`src/hw/rtl/constant_rate_request_pacer_assert.svh`:
```
// ---------------------------------------------------------------------------
// Pacer assertion macros
// Concurrent assertion wrappers, compiled out for synthesis.
// ---------------------------------------------------------------------------
`ifndef CONSTANT_RATE_REQUEST_PACER_ASSERT_SVH
`define CONSTANT_RATE_REQUEST_PACER_ASSERT_SVH

`ifndef SYNTHESIS
// property must hold at every clock edge out of reset
`define CRRP_ASSERT(lbl, clk, rst_n, prop, msg) \
  lbl: assert property (@(posedge clk) disable iff (!rst_n) prop) else $error(msg);
// expression must never be true out of reset
`define CRRP_ASSERT_NEVER(lbl, clk, rst_n, expr, msg) \
  lbl: assert property (@(posedge clk) disable iff (!rst_n) !(expr)) else $error(msg);
`else
`define CRRP_ASSERT(lbl, clk, rst_n, prop, msg)
`define CRRP_ASSERT_NEVER(lbl, clk, rst_n, expr, msg)
`endif

`endif

```
`src/hw/rtl/crrp_pkg.sv`:
```
`timescale 1ns / 1ps
// ---------------------------------------------------------------------------
// Request pacer package
// Field widths, event and register codes, and beat structures.
// ---------------------------------------------------------------------------
package crrp_pkg;

  // port field widths
  localparam int TIME_W   = 48;
  localparam int STATUS_W = 10;
  localparam int IV_W     = 40;
  localparam int DEPTH_W  = 8;
  localparam int CFG_IDX_W = 2;

  // status codes above this are errors
  localparam logic [STATUS_W-1:0] STATUS_ERR_LIMIT = STATUS_W'(399);

  // register reset values
  localparam logic [IV_W-1:0]    IV_RESET    = IV_W'(256);
  localparam logic [DEPTH_W-1:0] DEPTH_RESET = DEPTH_W'(1);

  // event codes
  typedef enum logic [1:0] {
    REQ_START = 2'd0,
    REQ_SEND  = 2'd1,
    REQ_DONE  = 2'd2
  } req_type_t;

  // register indexes
  localparam logic [CFG_IDX_W-1:0] CFG_RATE_ENABLED   = 2'd0;
  localparam logic [CFG_IDX_W-1:0] CFG_SEND_INTERVAL  = 2'd1;
  localparam logic [CFG_IDX_W-1:0] CFG_PIPELINE_DEPTH = 2'd2;
  localparam logic [CFG_IDX_W-1:0] CFG_RECORD_ALL     = 2'd3;

  typedef struct packed {
    logic                rate_enabled;
    logic [IV_W-1:0]     send_interval;
    logic [DEPTH_W-1:0]  pipeline_depth;
    logic                record_all;
  } cfg_t;

  typedef struct packed {
    logic [1:0]          req_type;
    logic [TIME_W-1:0]   now_us;
    logic [STATUS_W-1:0] resp_status;
  } item_t;

  typedef struct packed {
    logic [TIME_W-1:0]   wait_us;
    logic                go_ahead;
    logic [TIME_W-1:0]   corrected_latency;
    logic [TIME_W-1:0]   uncorrected_latency;
    logic                latency_valid;
    logic                latency_negative;
    logic                status_error;
    logic                batch_done;
  } result_t;

  // product recalculation status
  typedef struct packed {
    logic busy;
    logic done;
  } recalc_stat_t;

endpackage

```
`src/hw/rtl/crrp_recalc.sv`:
```
`timescale 1ns / 1ps
// ---------------------------------------------------------------------------
// Schedule product recalculation
// Shift-add multiplier, one count bit per cycle, rebuilding the three
// count-times-interval products after a new interval is written.
// ---------------------------------------------------------------------------
module crrp_recalc #(
  parameter int COUNT_BITS = 32
) (
  input  logic                                  clk,
  input  logic                                  rst_n,
  input  logic                                  start,
  input  logic [crrp_pkg::IV_W-1:0]             mcand_in,
  input  logic [2:0][COUNT_BITS-1:0]            cnt_in,
  output crrp_pkg::recalc_stat_t                stat,
  output logic [2:0][COUNT_BITS+crrp_pkg::IV_W-1:0] prod
);
  import crrp_pkg::*;

  localparam int PW = COUNT_BITS + IV_W;
  localparam int SW = $clog2(COUNT_BITS + 1);

  logic [2:0][COUNT_BITS-1:0] cnt_r, cnt_nxt;
  logic [2:0][PW-1:0]         acc_r, acc_nxt;
  logic [PW-1:0]              mcand_r, mcand_nxt;
  logic [SW-1:0]              step_r, step_nxt;
  logic                       busy_r, busy_nxt;
  logic                       done_r, done_nxt;

  // one partial product per lane per cycle
  always_comb begin
    cnt_nxt   = cnt_r;
    acc_nxt   = acc_r;
    mcand_nxt = mcand_r;
    step_nxt  = step_r;
    busy_nxt  = busy_r;
    done_nxt  = 1'b0;
    if (start) begin
      cnt_nxt   = cnt_in;
      acc_nxt   = '0;
      mcand_nxt = PW'(mcand_in);
      step_nxt  = SW'(COUNT_BITS);
      busy_nxt  = 1'b1;
    end else if (busy_r) begin
      for (int i = 0; i < 3; i++) begin
        if (cnt_r[i][0]) acc_nxt[i] = acc_r[i] + mcand_r;
        cnt_nxt[i] = cnt_r[i] >> 1;
      end
      mcand_nxt = mcand_r << 1;
      step_nxt  = step_r - SW'(1);
      if (step_r == SW'(1)) begin
        busy_nxt = 1'b0;
        done_nxt = 1'b1;
      end
    end
  end

  always_ff @(posedge clk) begin
    if (!rst_n) begin
      busy_r <= 1'b0;
      done_r <= 1'b0;
      step_r <= '0;
    end else begin
      busy_r <= busy_nxt;
      done_r <= done_nxt;
      step_r <= step_nxt;
    end
    cnt_r   <= cnt_nxt;
    acc_r   <= acc_nxt;
    mcand_r <= mcand_nxt;
  end

  assign stat.busy = busy_r;
  assign stat.done = done_r;
  assign prod      = acc_r;

endmodule

```
`src/hw/rtl/crrp_core.sv`:
```
`timescale 1ns / 1ps
`include "constant_rate_request_pacer_assert.svh"
// ---------------------------------------------------------------------------
// Pacer core
// Connection state and the single-pass event logic. The schedule products
// (count times interval) are kept up to date incrementally, so each event
// needs only a shift, a saturating add and a compare.
// ---------------------------------------------------------------------------
module crrp_core #(
  parameter int TIME_BITS  = 48,
  parameter int COUNT_BITS = 32,
  parameter int FRAC_BITS  = 8
) (
  input  logic                                      clk,
  input  logic                                      rst_n,
  input  logic                                      fire,
  input  crrp_pkg::item_t                           item,
  input  crrp_pkg::cfg_t                            cfg,
  input  crrp_pkg::recalc_stat_t                    recalc_stat,
  input  logic [2:0][COUNT_BITS+crrp_pkg::IV_W-1:0] recalc_prod,
  output logic [2:0][COUNT_BITS-1:0]                counts,
  output crrp_pkg::result_t                         res
);
  import crrp_pkg::*;

  localparam int TW = TIME_BITS;
  localparam int CW = COUNT_BITS;
  localparam int PW = COUNT_BITS + IV_W;
  localparam int XW = (PW > TW) ? PW : TW;

  // floor(p / 2^shift), saturated at the top of the time range
  function automatic logic [TW-1:0] scale_sat(input logic [PW-1:0] p, input logic half);
    logic [PW-1:0] q;
    logic [TW-1:0] tmax;
    tmax = '1;
    q    = half ? (p >> (FRAC_BITS + 1)) : (p >> FRAC_BITS);
    if (XW'(q) > XW'(tmax)) return tmax;
    return TW'(q);
  endfunction

  function automatic logic [TW-1:0] sat_add(input logic [TW-1:0] a, input logic [TW-1:0] b);
    logic [TW:0] s;
    s = {1'b0, a} + {1'b0, b};
    return s[TW] ? {TW{1'b1}} : s[TW-1:0];
  endfunction

  // connection state
  logic [TW-1:0]      conn_start_r, conn_start_nxt;
  logic [CW-1:0]      done_count_r, done_count_nxt;
  logic               on_sched_r, on_sched_nxt;
  logic [TW-1:0]      catch_start_r, catch_start_nxt;
  logic [CW-1:0]      since_r, since_nxt;
  logic [CW-1:0]      done_at_batch_r, done_at_batch_nxt;
  logic [TW-1:0]      batch_start_r, batch_start_nxt;
  logic               batch_pending_r, batch_pending_nxt;
  logic [DEPTH_W-1:0] pending_r, pending_nxt;
  // done_count, since-catch-up count and batch-start count times interval
  logic [PW-1:0]      prod_done_r, prod_done_nxt;
  logic [PW-1:0]      prod_since_r, prod_since_nxt;
  logic [PW-1:0]      prod_batch_r, prod_batch_nxt;

  logic [TW-1:0] now;
  logic [PW-1:0] iv_ext;
  logic [TW-1:0] due_sched, due_catch, exp_rate;

  assign now    = TW'(item.now_us);
  assign iv_ext = PW'(cfg.send_interval);

  assign due_sched = sat_add(conn_start_r, scale_sat(prod_done_r, 1'b0));
  assign due_catch = sat_add(catch_start_r, scale_sat(prod_since_r, 1'b1));
  assign exp_rate  = sat_add(conn_start_r, scale_sat(prod_batch_r, 1'b0));

  // event decode and next state
  always_comb begin
    logic          go;
    logic [TW-1:0] due;
    logic [TW-1:0] exp_time;
    logic [TW-1:0] corr;
    logic [TW-1:0] unc;
    logic [DEPTH_W-1:0] pend_dec;

    conn_start_nxt    = conn_start_r;
    done_count_nxt    = done_count_r;
    on_sched_nxt      = on_sched_r;
    catch_start_nxt   = catch_start_r;
    since_nxt         = since_r;
    done_at_batch_nxt = done_at_batch_r;
    batch_start_nxt   = batch_start_r;
    batch_pending_nxt = batch_pending_r;
    pending_nxt       = pending_r;
    prod_done_nxt     = prod_done_r;
    prod_since_nxt    = prod_since_r;
    prod_batch_nxt    = prod_batch_r;
    res               = '0;
    go                = 1'b1;
    due               = '0;
    exp_time          = '0;
    corr              = '0;
    unc               = '0;
    pend_dec          = '0;

    if (fire) begin
      case (item.req_type)
        REQ_START: begin
          conn_start_nxt = now;
        end
        REQ_SEND: begin
          if (cfg.rate_enabled) begin
            if (due_sched > now) begin
              on_sched_nxt = 1'b1;
              go           = 1'b0;
              due          = due_sched;
            end else if (on_sched_r) begin
              // fell behind just now: catch-up schedule starts here
              on_sched_nxt    = 1'b0;
              catch_start_nxt = now;
              since_nxt       = '0;
              prod_since_nxt  = '0;
            end else if (due_catch > now) begin
              go  = 1'b0;
              due = due_catch;
            end
          end
          if (go) begin
            if (!batch_pending_r) begin
              batch_start_nxt   = now;
              done_at_batch_nxt = done_count_r;
              prod_batch_nxt    = prod_done_r;
              batch_pending_nxt = 1'b1;
            end
            pending_nxt = (cfg.pipeline_depth == '0) ? DEPTH_W'(1) : cfg.pipeline_depth;
            res.go_ahead = 1'b1;
          end else begin
            res.wait_us = TIME_W'(due - now);
          end
        end
        REQ_DONE: begin
          res.status_error = item.resp_status > STATUS_ERR_LIMIT;
          // counts wrap, products restart at zero with them
          done_count_nxt = done_count_r + CW'(1);
          prod_done_nxt  = (done_count_r == '1) ? '0 : prod_done_r + iv_ext;
          since_nxt      = since_r + CW'(1);
          prod_since_nxt = (since_r == '1) ? '0 : prod_since_r + iv_ext;
          exp_time = cfg.rate_enabled ? exp_rate : batch_start_r;
          if (now >= exp_time) begin
            corr = now - exp_time;
          end else begin
            res.latency_negative = 1'b1;
          end
          if (now >= batch_start_r) unc = now - batch_start_r;
          if (pending_r != '0) begin
            pend_dec    = pending_r - DEPTH_W'(1);
            pending_nxt = pend_dec;
            if (pend_dec == '0) begin
              batch_pending_nxt = 1'b0;
              res.batch_done    = 1'b1;
            end
          end
          res.corrected_latency   = TIME_W'(corr);
          res.uncorrected_latency = TIME_W'(unc);
          res.latency_valid       = cfg.record_all || !batch_pending_nxt;
        end
        default: begin
        end
      endcase
    end

    // rebuilt products after an interval write
    if (recalc_stat.done) begin
      prod_done_nxt  = recalc_prod[0];
      prod_since_nxt = recalc_prod[1];
      prod_batch_nxt = recalc_prod[2];
    end
  end

  always_ff @(posedge clk) begin
    if (!rst_n) begin
      conn_start_r    <= '0;
      done_count_r    <= '0;
      on_sched_r      <= 1'b1;
      catch_start_r   <= '0;
      since_r         <= '0;
      done_at_batch_r <= '0;
      batch_start_r   <= '0;
      batch_pending_r <= 1'b0;
      pending_r       <= '0;
      prod_done_r     <= '0;
      prod_since_r    <= '0;
      prod_batch_r    <= '0;
    end else begin
      conn_start_r    <= conn_start_nxt;
      done_count_r    <= done_count_nxt;
      on_sched_r      <= on_sched_nxt;
      catch_start_r   <= catch_start_nxt;
      since_r         <= since_nxt;
      done_at_batch_r <= done_at_batch_nxt;
      batch_start_r   <= batch_start_nxt;
      batch_pending_r <= batch_pending_nxt;
      pending_r       <= pending_nxt;
      prod_done_r     <= prod_done_nxt;
      prod_since_r    <= prod_since_nxt;
      prod_batch_r    <= prod_batch_nxt;
    end
  end

  // counts handed to the recalculation unit, same lane order as products
  assign counts = {done_at_batch_r, since_r, done_count_r};

  // checks
  `CRRP_ASSERT(a_pending_matches, clk, rst_n, batch_pending_r == (pending_r != '0), "batch pending flag out of step with count")
  `CRRP_ASSERT(a_done_is_recorded, clk, rst_n, fire && res.batch_done |-> res.latency_valid, "batch end without latency record")
  `CRRP_ASSERT(a_send_no_wait, clk, rst_n, fire && res.go_ahead |-> res.wait_us == '0, "send granted with a wait")
  `CRRP_ASSERT_NEVER(a_recalc_idle, clk, rst_n, recalc_stat.done && fire, "products reloaded while a beat is at work")

endmodule

```
`src/hw/rtl/constant_rate_request_pacer.sv`:
```
`timescale 1ns / 1ps
// ---------------------------------------------------------------------------
// Constant-rate request pacer
// Per-connection send pacing with latency correction for late batches.
// ---------------------------------------------------------------------------
// Usage:
//   in_*   : one event beat (start, send query, response complete) with time.
//   out_*  : exactly one result beat per event, in order.
//   cfg_*  : register writes, taken at once; user must write only while no beat is in flight (unenforced).
// Path: a beat accepted into the input register moves on to the result
//   register, which drives out_*, once that register is free.
// Throughput: one event per cycle unless stalled or rebuilding; an input
//   register and a result register part the channels, so a stalled receiver
//   holds the result while the next event still enters the input register.
// Writing send_interval starts a rebuild of the schedule products in a
//   shift-add unit, one count bit per cycle: in_ready stays low until the
//   rebuild is done.
// Reset (rst_n low at a clock edge) clears both beat registers, restores
//   the register defaults and returns the connection state to its start.
// When out_ready is low, the result holds and in_ready drops once the input
//   register is also full.
// ---------------------------------------------------------------------------
module constant_rate_request_pacer #(
  parameter int TIME_BITS  = 48,
  parameter int COUNT_BITS = 32,
  parameter int FRAC_BITS  = 8
) (
  input  logic                              clk,
  input  logic                              rst_n,
  // event channel
  input  logic                              in_valid,
  output logic                              in_ready,
  input  logic [1:0]                        in_req_type,
  input  logic [crrp_pkg::TIME_W-1:0]       in_now_us,
  input  logic [crrp_pkg::STATUS_W-1:0]     in_resp_status,
  // result channel
  output logic                              out_valid,
  input  logic                              out_ready,
  output logic [crrp_pkg::TIME_W-1:0]       out_wait_us,
  output logic                              out_go_ahead,
  output logic [crrp_pkg::TIME_W-1:0]       out_corrected_latency,
  output logic [crrp_pkg::TIME_W-1:0]       out_uncorrected_latency,
  output logic                              out_latency_valid,
  output logic                              out_latency_negative,
  output logic                              out_status_error,
  output logic                              out_batch_done,
  // register writes
  input  logic                              cfg_wr_en,
  input  logic [crrp_pkg::CFG_IDX_W-1:0]    cfg_index,
  input  logic [crrp_pkg::IV_W-1:0]         cfg_wdata
);
  import crrp_pkg::*;

  localparam int PW = COUNT_BITS + IV_W;

  cfg_t    cfg_r, cfg_nxt;
  logic    s1_valid_r, s1_valid_nxt;
  item_t   s1_item_r, s1_item_nxt;
  logic    out_valid_r, out_valid_nxt;
  result_t out_res_r, out_res_nxt;

  logic                       out_free;
  logic                       fire;
  logic                       in_fire;
  logic                       recalc_start;
  recalc_stat_t               recalc_stat;
  logic [2:0][PW-1:0]         recalc_prod;
  logic [2:0][COUNT_BITS-1:0] counts;
  result_t                    core_res;

  // register writes
  always_comb begin
    cfg_nxt = cfg_r;
    if (cfg_wr_en) begin
      case (cfg_index)
        CFG_RATE_ENABLED:   cfg_nxt.rate_enabled   = cfg_wdata[0];
        CFG_SEND_INTERVAL:  cfg_nxt.send_interval  = cfg_wdata;
        CFG_PIPELINE_DEPTH: cfg_nxt.pipeline_depth = cfg_wdata[DEPTH_W-1:0];
        CFG_RECORD_ALL:     cfg_nxt.record_all     = cfg_wdata[0];
        default: begin
        end
      endcase
    end
  end

  assign recalc_start = cfg_wr_en && (cfg_index == CFG_SEND_INTERVAL);

  // beat flow: input register, then result register
  assign out_free = !out_valid_r || out_ready;
  assign fire     = s1_valid_r && out_free;
  assign in_ready = !recalc_stat.busy && (!s1_valid_r || out_free);
  assign in_fire  = in_valid && in_ready;

  always_comb begin
    s1_valid_nxt  = s1_valid_r;
    s1_item_nxt   = s1_item_r;
    out_valid_nxt = out_valid_r;
    out_res_nxt   = out_res_r;
    if (out_valid_r && out_ready) out_valid_nxt = 1'b0;
    if (fire) begin
      out_valid_nxt = 1'b1;
      out_res_nxt   = core_res;
      s1_valid_nxt  = 1'b0;
    end
    if (in_fire) begin
      s1_valid_nxt = 1'b1;
      s1_item_nxt  = '{req_type: in_req_type, now_us: in_now_us, resp_status: in_resp_status};
    end
  end

  always_ff @(posedge clk) begin
    if (!rst_n) begin
      cfg_r       <= '{rate_enabled: 1'b0, send_interval: IV_RESET,
                       pipeline_depth: DEPTH_RESET, record_all: 1'b1};
      s1_valid_r  <= 1'b0;
      out_valid_r <= 1'b0;
    end else begin
      cfg_r       <= cfg_nxt;
      s1_valid_r  <= s1_valid_nxt;
      out_valid_r <= out_valid_nxt;
    end
    s1_item_r <= s1_item_nxt;
    out_res_r <= out_res_nxt;
  end

  crrp_recalc #(
    .COUNT_BITS (COUNT_BITS)
  ) u_recalc (
    .clk      (clk),
    .rst_n    (rst_n),
    .start    (recalc_start),
    .mcand_in (cfg_wdata),
    .cnt_in   (counts),
    .stat     (recalc_stat),
    .prod     (recalc_prod)
  );

  crrp_core #(
    .TIME_BITS  (TIME_BITS),
    .COUNT_BITS (COUNT_BITS),
    .FRAC_BITS  (FRAC_BITS)
  ) u_core (
    .clk         (clk),
    .rst_n       (rst_n),
    .fire        (fire),
    .item        (s1_item_r),
    .cfg         (cfg_r),
    .recalc_stat (recalc_stat),
    .recalc_prod (recalc_prod),
    .counts      (counts),
    .res         (core_res)
  );

  // result ports
  assign out_valid               = out_valid_r;
  assign out_wait_us             = out_res_r.wait_us;
  assign out_go_ahead            = out_res_r.go_ahead;
  assign out_corrected_latency   = out_res_r.corrected_latency;
  assign out_uncorrected_latency = out_res_r.uncorrected_latency;
  assign out_latency_valid       = out_res_r.latency_valid;
  assign out_latency_negative    = out_res_r.latency_negative;
  assign out_status_error        = out_res_r.status_error;
  assign out_batch_done          = out_res_r.batch_done;

endmodule
```
`config.mk`:
```
export PLATFORM = sky130hd
export DESIGN_NAME = constant_rate_request_pacer
export DESIGN_NICKNAME = d
export VERILOG_FILES = /design/src/hw/rtl/crrp_pkg.sv /design/src/hw/rtl/crrp_recalc.sv /design/src/hw/rtl/crrp_core.sv /design/src/hw/rtl/constant_rate_request_pacer.sv
export VERILOG_INCLUDE_DIRS = /design/src /design/src/hw/rtl
export SDC_FILE = /design/constraint.sdc
export NUM_CORES = 2
export LEC_CHECK = 0
export ABC_CLOCK_PERIOD_IN_PS = 12600
export BUFFER_PORTS_ARGS = -buffer_cell sky130_fd_sc_hd__buf_4
export CORE_MARGIN = 2
export CORE_UTILIZATION = 35
export CTS_CLUSTER_DIAMETER = 40
export DETAILED_ROUTE_END_ITERATION = 10
export GPL_ROUTABILITY_DRIVEN = 1
export HOLD_SLACK_MARGIN = 0.05
export SKIP_LAST_GASP = 1
export SLEW_MARGIN = 20
export SYNTH_ARGS = -nofsm -noshare
export SYNTH_HDL_FRONTEND = slang
export SYNTH_SLANG_ARGS = --single-unit
```
`constraint.sdc`:
```
create_clock -name clk -period 12.6 [get_ports clk]
set_clock_uncertainty 0.2 [all_clocks]
set_input_delay 2.52 -clock clk [delete_from_list [all_inputs] [get_ports clk]]
set_output_delay 2.52 -clock clk [all_outputs]
set_load 0.02 [all_outputs]
```
==> results.tsv <==
metric	value	unit
status	completed	
WP data arrival	12.09	ns
worst-margin pin slew	1.177	ns
CP required	12.97	ns
Post-Syn Area	78090	um2
GRT overflow	0	
die height	476.4	um
first-pass GRT wire length	429500	um
Starting Density	35.16	%
share of cells above drive strength 1	10.89	%
# clock sinks	1107	
routed vias/inst	5.608	
post-synthesis compound-gate area fraction	23.32	%
worst skew pair latency	0.91	ns
path type of the worst min-delay path	reg2reg	
flop-to-flop setup slack	0.88	ns
Cell Area, Placed	83550	um2
start point of the worst hold path	u_core.done_at_batch_r[19]$_SDFFE_PN0P_	
DP Wirelength	221100	um
Resize count post-CTS	0	
minimum clock period	11.72	ns
commonest non-fill, non-tap cells in the layout	nand2_1 (1718), a21oi_1 (1062), dfxtp_1 (763)	
Critical Path Fanout Max	48	
gr usage total	24.12	%
Ports	258	
final hold slack	0.2529	ns
IO buf count	253	
largest net degree at the start of global routing	145	
sequential share of the synthesized area	32.75	%
routability congestion estimate	0.9355	
DIE AREA	226900	um2
CP delay by family, top	compound AO/OA/AOI/OAI gates	
row count	173	
vias	73910	
number of global-route vias before repair	70890	
Layout area overhead	16.93	%
xor/xnor share of the synthesized area	6.527	%
Async SR Flop Fraction	0	%
Leak	39.85	nW
slew margin rel.	20.66	%
DRC	0	
adder-cell share of the synthesized area	11.27	%
setup TNS	0	ns
worst vdd ir	0.1227	mV
crit path kind	reg2reg	
Final setup viols	0	
mux cell area share after synthesis	0.5383	%
CTS tree	yes	
largest family of logic cells by synthesized area	compound AO/OA/AOI/OAI gates	
final WL	286000	um
Achievable Freq	85.31	MHz
CTS Hold Bufs	0	
root buffer cell	clkbuf_16	
Worst Setup End Kind	flop	
Final Cycle Share	93.03	%
critical path's largest stage delay	0.59	ns
Post-synth top flop	dfxtp_1	
FF-to-FF path depth	44	
Crit-path slowest cell	nor2_4	
Post-synth EDFFs	341	
H-tree depth	4	
Worst-path clk slew	0.06	ns
RSZ-0062 raised after global routing	no	
CTS max path bufs	3	
Post-DRT Antenna Nets	0	
most common cell after layout, fill and taps aside	nand2_1	
initial antenna violation count	17	
Final Core Density	41.12	%
PD cells	135.1	nW/um2
post-synthesis cell count	9840	
synthesized flop and latch total	1107	
fillers	22480	
worst reg2reg startpoint	u_core.prod_done_r[67]$_SDFFE_PN0P_	
RR Endpoint	out_wait_us[46]$_SDFFCE_PP0P_	
Die Wd	476.4	um
post-synth cell types	112	
Nets	10810	
Hold Crit Depth	2	
synth warn	0	
core area	222100	um2
post-CTS setup buffers	0	
Bufs and invs on worst path	6	
CP dominant cell by count	buf_4	
syn nets	10640	
Seq. cell area	25580	um2
Worst Hold End	u_core.done_at_batch_r[19]$_SDFFE_PN0P_	
simple logic cell fraction of the synthesized area	21.73	%
number of buffers created by CTS	217	
Post-Syn Area per Cell	7.936	um2
Max Cap Viol	0	
Design Area, Final	91320	um2
initial drt markers	7184	
crit start category	flop	
Slew Limit Fails	0	
WL per Instance	21.70	um
multi-input logic area	49670	um2
Hold Violations, Final	0	
Pre-antenna DRT Iters	7	
==> worst max path at each step <==
stage                                        start                             endpoint  slack [ns]  cells after the start
3_5_place_dp   u_core.prod_done_r[68]$_SDFFE_PN0P_        out_wait_us[46]$_SDFFCE_PP0P_        1.02                     44
5_1_grt        u_core.prod_done_r[67]$_SDFFE_PN0P_        out_wait_us[47]$_SDFFCE_PP0P_        0.44                     45
3_3_place_gp   u_core.prod_done_r[67]$_SDFFE_PN0P_        out_wait_us[46]$_SDFFCE_PP0P_        0.98                     42
2_1_floorplan                            out_ready  u_core.prod_since_r[0]$_SDFFE_PN0P_        3.05                     11
4_1_cts        u_core.prod_done_r[67]$_SDFFE_PN0P_        out_wait_us[46]$_SDFFCE_PP0P_        0.87                     44
6_report       u_core.prod_done_r[67]$_SDFFE_PN0P_        out_wait_us[46]$_SDFFCE_PP0P_        0.88                     44
==> metal layers <==
| metal | up-vias | global-route usage, % | share of wire, % |
|---|---|---|---|
| met5 | - | 0 | 0.076 |
| met4 | 30 | 7.656 | 3.1 |
| met3 | 454 | 3.693 | 6.8 |
| met2 | 2613 | 37.90 | 44 |
| met1 | 35120 | 33.72 | 46 |
| li1 | 35690 | - | - |
==> per-stage QoR <==
stage	setup WS (ns)	total power, mW	instances
floorplan	3.053	5.642	9840
global placement	0.9764	6.323	12760
detailed placement	1.016	6.348	12760
CTS	0.8681	12.39	13180
global route	0.4375	12.82	13180
finish	0.8787	12.33	13180
==> cells in the mapped netlist, drive strengths merged (92+ instances only) <==
cell type  number  area (um2)
a31oi         185        1179
inv           270        1013
ha            686        8583
nor2b          92       575.6
a21oi        1066        5350
nand2        1725        6482
dfxtp         766       15330
nor3          179       900.9
o21bai         95       716.9
nor2          716        2688
nand3         218        1091
edfxtp        341       10240
a21o          422        3168
clkbuf        429        1610
o21ai         480        2417
and3          140       875.8
or2           166        1039
xnor2         344        3013
nand4         143       894.6
xor2          238        2085
==> cells by family (layout without fill, tap and decap cells) <==
family,count (synthesis),count (layout)
adders and majority gates,697,697
DFF,1107,1107
muxes,42,42
AOI/OAI and AO/OA,2899,2899
buffers and inverters,786,1147
and+or+nand+nor,3727,3727
other,0,4
xor gates and xnor gates,582,582
==> sequential cells by signal, summed over array words and instances (netlist names), 48 cells and up <==
| signal | count |
|---|---|
| u_recalc.prod | 216 |
| u_recalc.cnt_r | 96 |
| u_core.prod_done_r | 72 |
| u_core.prod_since_r | 72 |
| u_recalc.mcand_r | 72 |
| u_core.prod_batch_r | 64 |
| s1_item_r | 56 |
| cfg_r | 50 |
| out_corrected_latency | 48 |
| out_uncorrected_latency | 48 |
| out_wait_us | 48 |
| u_core.batch_start_r | 48 |
| u_core.catch_start_r | 48 |
| u_core.conn_start_r | 48 |
==> report_power, final <==
| part | internal (mW) | total [mW] | leakage, nW | switching, mW |
|---|---|---|---|---|
| Clock | 3.82 | 6.01 | 3.69 | 2.19 |
| Sequential | 3.90 | 4.19 | 9.49 | 0.289 |
| Combinational | 0.814 | 2.14 | 26.7 | 1.32 |
==> worst reg2reg max path: cells and delay by family, from the launching register on <==
family          cells  cell delay [ns]
compound gates     25             6.61
xor+xnor            1             0.18
fa+ha+maj           4             1.00
buf+inv             6             1.14
flops               1             0.35
simple gates        8             1.92
==> final cells by class <==
cell class,instances,share of cell area (%)
Clock buffer,266,6.391
Antenna cell,4,0.01096
Timing Repair Buffer,462,3.908
Tap cell,2975,4.076
Multi-Input combinational cell,7947,54.40
Sequential cell,1107,28.01
Clock inverter,148,2.080
Inverter,271,1.125
Note: power is estimated with default switching activity, not from simulation.
